[src/hw/rtl/fpas_pkg.sv]
// Package for the truncating single-precision add/subtract block.
// Field masks, widths and the command code. No dependencies.
`default_nettype none
package fpas_pkg;
    localparam int unsigned WordW  = 32;
    localparam int unsigned ExpW   = 8;
    localparam int unsigned FracW  = 23;
    localparam logic [ExpW-1:0] ExpMax = 8'hFF;

    typedef enum logic {
        CMD_ADD = 1'b0,
        CMD_SUB = 1'b1
    } cmd_t;
endpackage
`default_nettype wire

[src/hw/rtl/fpas_if.sv]
// Handshake channels for the add/subtract block: operand item and result item.
// No dependencies.
`default_nettype none
interface fpas_in_if;
    logic        valid;
    logic        ready;
    logic        command;
    logic [31:0] operand_a;
    logic [31:0] operand_b;
    modport source (output valid, command, operand_a, operand_b, input ready);
    modport sink   (input valid, command, operand_a, operand_b, output ready);
endinterface

interface fpas_out_if;
    logic        valid;
    logic        ready;
    logic [31:0] sum_bits;
    modport source (output valid, sum_bits, input ready);
    modport sink   (input valid, sum_bits, output ready);
endinterface
`default_nettype wire

[src/hw/rtl/fpas_core.sv]
// Combinational datapath: align, add or subtract, normalize, truncate.
// Depends on fpas_pkg.
`default_nettype none
module fpas_core (
    input  wire logic        command,
    input  wire logic [31:0] operand_a,
    input  wire logic [31:0] operand_b,
    output logic      [31:0] sum_bits
);
    logic [31:0] b;
    logic        sa, sb, s;
    logic [7:0]  ea, eb, e;
    logic [23:0] ma, mb, big, sml;
    logic [7:0]  shift_amt;
    logic [24:0] m;
    logic [23:0] mn;
    logic [4:0]  lz;
    logic [7:0]  sh;
    logic        a_big;

    always_comb
    begin
        b  = operand_b ^ {(command == fpas_pkg::CMD_SUB), 31'b0};
        sa = operand_a[31];
        sb = b[31];
        ea = (operand_a[30:23] == 8'd0) ? 8'd1 : operand_a[30:23];
        eb = (b[30:23] == 8'd0) ? 8'd1 : b[30:23];
        ma = {(operand_a[30:23] != 8'd0), operand_a[22:0]};
        mb = {(b[30:23] != 8'd0), b[22:0]};
        a_big = (ea > eb);
        shift_amt = a_big ? (ea - eb) : (eb - ea);
        e    = a_big ? ea : eb;
        big  = a_big ? ma : mb;
        sml  = a_big ? mb : ma;
        sml  = (shift_amt >= 8'd25) ? 24'd0 : (sml >> shift_amt);
        if (a_big)
        begin
            ma = big;
            mb = sml;
        end
        else
        begin
            ma = sml;
            mb = big;
        end
        s = sa;
        if (sa == sb)
            m = {1'b0, ma} + {1'b0, mb};
        else if (ma > mb)
            m = {1'b0, ma - mb};
        else
        begin
            m = {1'b0, mb - ma};
            s = sb;
        end
        lz = 5'd0;
        for (int i = 23; i >= 0; i--)
            if (m[i] && lz == 5'd0 && i != 23)
                lz = 5'(23 - i);
        if (m[23])
            lz = 5'd0;
        sh = ({3'b0, lz} < e) ? {3'b0, lz} : (e - 8'd1);
        mn = m[23:0] << sh;
        if (operand_a[30:23] == fpas_pkg::ExpMax)
            sum_bits = operand_a;
        else if (b[30:23] == fpas_pkg::ExpMax)
            sum_bits = b;
        else if (m[24])
        begin
            if (e + 8'd1 >= fpas_pkg::ExpMax)
                sum_bits = {s, fpas_pkg::ExpMax, 23'd0};
            else
                sum_bits = {s, e + 8'd1, m[23:1]};
        end
        else if (m == 25'd0)
            sum_bits = 32'd0;
        else
            sum_bits = {s, (mn[23] ? e - sh : 8'd0), mn[22:0]};
    end
endmodule
`default_nettype wire

[src/hw/rtl/fp32_add_sub_truncating.sv]
// Top level of the truncating single-precision add/subtract block.
// Depends on fpas_pkg, fpas_if and fpas_core.
`default_nettype none
// One item per cycle while the sink does not stall: the operands are registered,
// the datapath runs one pass between the input and result registers, and
// the result register is held while the sink stalls. No rounding; NaN and
// infinity operands pass through; exact zeros come out as +0.
module fp32_add_sub_truncating (
    input wire logic  clk,
    input wire logic  rst_n,
    fpas_in_if.sink   in_ch,
    fpas_out_if.source out_ch
);
    logic        in_v_reg, out_v_reg;
    logic        cmd_reg;
    logic [31:0] a_reg, b_reg, res_reg, res_next;
    logic        adv;

    assign adv          = !out_v_reg || out_ch.ready;
    assign in_ch.ready  = !in_v_reg || adv;
    assign out_ch.valid = out_v_reg;
    assign out_ch.sum_bits = res_reg;

    fpas_core u_core (
        .command(cmd_reg), .operand_a(a_reg), .operand_b(b_reg), .sum_bits(res_next)
    );

    always_ff @(posedge clk or negedge rst_n)
    begin
        if (!rst_n)
        begin
            in_v_reg  <= 1'b0;
            out_v_reg <= 1'b0;
        end
        else
        begin
            if (in_ch.ready)
                in_v_reg <= in_ch.valid;
            if (adv)
                out_v_reg <= in_v_reg;
        end
    end

    always_ff @(posedge clk)
    begin
        if (in_ch.valid && in_ch.ready)
        begin
            cmd_reg <= in_ch.command;
            a_reg   <= in_ch.operand_a;
            b_reg   <= in_ch.operand_b;
        end
        if (adv && in_v_reg)
            res_reg <= res_next;
    end

    a_hold: assert property (@(posedge clk) disable iff (!rst_n)
        out_v_reg && !out_ch.ready |=> out_v_reg && $stable(res_reg))
        else $error("result dropped while stalled");
    a_move: assert property (@(posedge clk) disable iff (!rst_n)
        in_v_reg && adv |=> out_v_reg)
        else $error("item lost between stages");
endmodule
`default_nettype wire

[src/flat_wrapper.sv]
// flat-port wrapper written by rule: the top's interface ports become plain ports
module fp32_add_sub_truncating_flat 
  (clk, rst_n, in_ch_valid, in_ch_command, in_ch_operand_a, in_ch_operand_b, in_ch_ready, out_ch_valid, out_ch_sum_bits, out_ch_ready);
  fpas_in_if in_ch_i ();
  fpas_out_if out_ch_i ();
  input wire logic clk;
  input wire logic rst_n;
  input wire logic [$bits(in_ch_i.valid)-1:0] in_ch_valid;
  input wire logic [$bits(in_ch_i.command)-1:0] in_ch_command;
  input wire logic [$bits(in_ch_i.operand_a)-1:0] in_ch_operand_a;
  input wire logic [$bits(in_ch_i.operand_b)-1:0] in_ch_operand_b;
  output wire logic [$bits(in_ch_i.ready)-1:0] in_ch_ready;
  output wire logic [$bits(out_ch_i.valid)-1:0] out_ch_valid;
  output wire logic [$bits(out_ch_i.sum_bits)-1:0] out_ch_sum_bits;
  input wire logic [$bits(out_ch_i.ready)-1:0] out_ch_ready;
  assign in_ch_i.valid = in_ch_valid;
  assign in_ch_i.command = in_ch_command;
  assign in_ch_i.operand_a = in_ch_operand_a;
  assign in_ch_i.operand_b = in_ch_operand_b;
  assign in_ch_ready = in_ch_i.ready;
  assign out_ch_valid = out_ch_i.valid;
  assign out_ch_sum_bits = out_ch_i.sum_bits;
  assign out_ch_i.ready = out_ch_ready;
  fp32_add_sub_truncating u_core (.clk(clk), .rst_n(rst_n), .in_ch(in_ch_i), .out_ch(out_ch_i));
endmodule
[config.mk]
export PLATFORM = sky130hd
export DESIGN_NAME = fp32_add_sub_truncating_flat
export DESIGN_NICKNAME = d
export VERILOG_FILES = /design/src/hw/rtl/fpas_pkg.sv /design/src/hw/rtl/fpas_if.sv /design/src/hw/rtl/fpas_core.sv /design/src/hw/rtl/fp32_add_sub_truncating.sv /design/src/flat_wrapper.sv
export SDC_FILE = /design/constraint.sdc
export NUM_CORES = 1
export LEC_CHECK = 0
export BUFFER_PORTS_ARGS = -buffer_cell sky130_fd_sc_hd__buf_2
export CORE_MARGIN = 4
export CORE_UTILIZATION = 28
export CTS_CLUSTER_SIZE = 40
export DETAILED_ROUTE_END_ITERATION = 6
export SETUP_SLACK_MARGIN = 0.02
export SKIP_LAST_GASP = 1
export SLEW_MARGIN = 20
export SYNTH_ARGS = -nofsm -noshare
export SYNTH_HDL_FRONTEND = slang
export SYNTH_SLANG_ARGS = --single-unit
[constraint.sdc]
create_clock -name clk -period 18.9 [get_ports clk]
set_input_delay 1.89 -clock clk [delete_from_list [all_inputs] [get_ports clk]]
set_output_delay 1.89 -clock clk [all_outputs]
set_load 0.02 [all_outputs]
==> flow_summary.json <==
{
  "setup_viol": 0,
  "gr-total-overflow": 0,
  "p_leak_nw": 6.139,
  "power.density_nw_per_um2": 177.0,
  "yosysWarnings": 0,
  "rows": 82,
  "ys_seq_area_frac": 0.2075,
  "htree_levels": 3,
  "grt_max_degree": 78,
  "tns_ns": 0,
  "async_flop_share": 0.02020,
  "status": "completed",
  "die_x_microns": 233.8,
  "grt_pass1_vias": 14385,
  "cts-resized-gates": 0,
  "detail_route.wirelength_mm": 64.21,
  "worstMarginPinSlew_ns": 1.022,
  "num_vias": 15703,
  "synth.ff_latch_count": 99,
  "synth_area_sq_um": 14280,
  "diodes": 0,
  "drcViolationCount": 0,
  "clock-sinks": 99,
  "cp.required_ns": 19.01,
  "crit_family": "compound AO/OA/AOI/OAI gates",
  "pre_cts_slack_ns": 1.967,
  "wl_met3_mm": 6.473,
  "power_mw": 2.779,
  "grt_pass1_wl_mm": 93.53,
  "maxSlewViolCount": 0,
  "antenna_found_initial": 2,
  "end_kind": "flop",
  "cpMaxStageDelayCell": "nor4b_1",
  "postCtsHoldBufs": 0,
  "via_per_inst": 6.129,
  "firstDrtPassIters": 6,
  "post_cts_buffers": 0,
  "cp_num_buf_inv": 6,
  "hp-class": "reg2reg",
  "initial_core_util": 0.2840,
  "routed.top_layer": "met4",
  "m1WireLength_mm": 27.11,
  "cts_root_buffer": "clkbuf_16",
  "synth_cell_types": 124,
  "ys.flop_type": "edfxtp_1",
  "yosysMostFrequentCell": "nand2_1",
  "wl_met2_mm": 27.91,
  "rsz0062_at_grt": "no",
  "gr-usage-all-layers": 0.2252,
  "ios": 103,
  "synth_cells": 1857,
  "whs_ns": 0.4907,
  "ir_worst_vdd_v": 0.0001014,
  "finalCritPeriodShare": 0.9246,
  "ys_top_cells_by_area": "edfxtp_1, ha_1, nand2_1, a21oi_1, o21ai_0",
  "drt-wirelength-per-cell_microns": 25.06,
  "drive_gt1_frac": 0.1429,
  "cts_tree": "yes",
  "clock_path_buffers": 2,
  "dp_hpwl_mm": 50.06,
  "maxCapViolations": 0,
  "skew_ns": 0.01418,
  "hold_violations": 0,
  "yosys-top-cells-count": "nand2_1, nor2_1, a21oi_1, o21ai_0, inv_1",
  "numPortBuffers": 102,
  "finalCriticalPeriod_ns": 17.48,
  "cts_buffers": 9,
  "nNetsFinal": 2056,
  "max_stage_delay_ns": 0.80,
  "syn_nets": 2028,
  "synth_area_per_cell_sq_um": 7.690,
  "drt-initial-drc-count": 2045,
  "core_area_sq_um": 50270,
  "fmax_ghz": 0.05722,
  "setup_ws_ns": 1.425,
  "dieArea_sq_um": 54680,
  "synth_top_area_cell": "edfxtp_1",
  "ant_nets": 0,
  "cp.arrival_ns": 17.59,
  "clk_latency_ns": 0.38,
  "cp_max_fo": 77,
  "synth_enable_flop_cells": 97,
  "worstSetupPathType": "reg2reg",
  "cts.reportedPaths.clkPinSlew_ns": 0.07,
  "synth_top_cell_area_share": 0.2040,
  "cp-start-kind": "flop",
  "die_y_microns": 233.8,
  "area_growth_pct": 9.971,
  "place.gp.congestion": 1.023,
  "timing.slew.headroom": 0.2990
}
==> routing by layer <==
layer,vias up,track usage
met5,-,0
met4,0,0.07668
met3,209,0.04835
met2,937,0.3451
met1,7581,0.3141
li1,6976,-
==> final timing paths <==
path                                  start                          to  slack [ns]  cells after the start
min in group asynchronous             rst_n         u_core.out_ch.valid        1.29                      1
min reg2reg                 u_core.in_v_reg         u_core.out_ch.valid        0.49                      1
min                         u_core.in_v_reg         u_core.out_ch.valid        0.49                      1
max                        u_core.a_reg[27]  u_core.out_ch.sum_bits[30]        1.42                     51
max reg2reg                u_core.a_reg[27]  u_core.out_ch.sum_bits[30]        1.42                     51
max in group asynchronous             rst_n             u_core.in_v_reg       17.51                      1
==> area by class of cell <==
type	count	area, sq um
clock buffers	11	232.7
clock inverters	5	46.29
fillers	5397	34570
inverters	105	394.1
multi-input cells	1531	10440
flip-flops and latches	99	2963
well taps	672	840.8
repair buffers	139	788.3
==> cells by family after synthesis <==
kind of cell             share of synthesized area
AO/OA/AOI/OAI                               0.3060
adder cells (fa/ha/maj)                    0.09253
buffers and inverters                      0.06379
multiplexers                               0.05888
other                                    0.0002626
AND/OR/NAND/NOR                             0.2396
XOR/XNOR                                   0.03146
flip-flops                                  0.2075
==> per-stage QoR <==
stage                     cells    util  instance area [sq um]
after floorplan            1857       -                  14280
after global placement     2546  0.3065                  15410
after detailed placement   2546  0.3065                  15410
after CTS                  2562  0.3121                  15690
after global routing       2562  0.3124                  15700
final                      2562  0.3124                  15700
==> worst register-to-register path: cells and delay by family, from the launching register on <==
kind                     cells  cell delay, ns
AO/OA/AOI/OAI               23            6.57
AND/OR/NAND/NOR             15            5.47
buffers and inverters        6            2.36
adder cells (fa/ha/maj)      4            1.40
XOR/XNOR                     2            0.51
multiplexers                 1            0.46
flip-flops                   1            0.44
==> power by group <==
group | switching [mW] | total [mW] | internal [mW]
logic | 1.48 | 2.22 | 0.742
clock network | 0.0920 | 0.184 | 0.0921
registers | 0.0310 | 0.370 | 0.339
==> placed cells by master (no fill, tap or decap), types with 14 or more instances in the layout <==
cell type  instances
a21o_1            27
a211oi_1          19
nor3_1            63
nor2_1           161
edfxtp_1          97
nor4_1            21
o31ai_1           16
inv_1            100
a21oi_1          149
or3_1             16
o21bai_1          16
xnor2_1           29
o21ai_0          139
nand3_1           66
a221oi_1          14
o21a_1            18
buf_2            102
buf_4             37
o211ai_1          27
nand2b_1          27
mux2i_1           47
ha_1              96
o22ai_1           17
nand2_1          214
a31oi_1           18
nand4_1           21
Power figures use the tool's default switching activity.
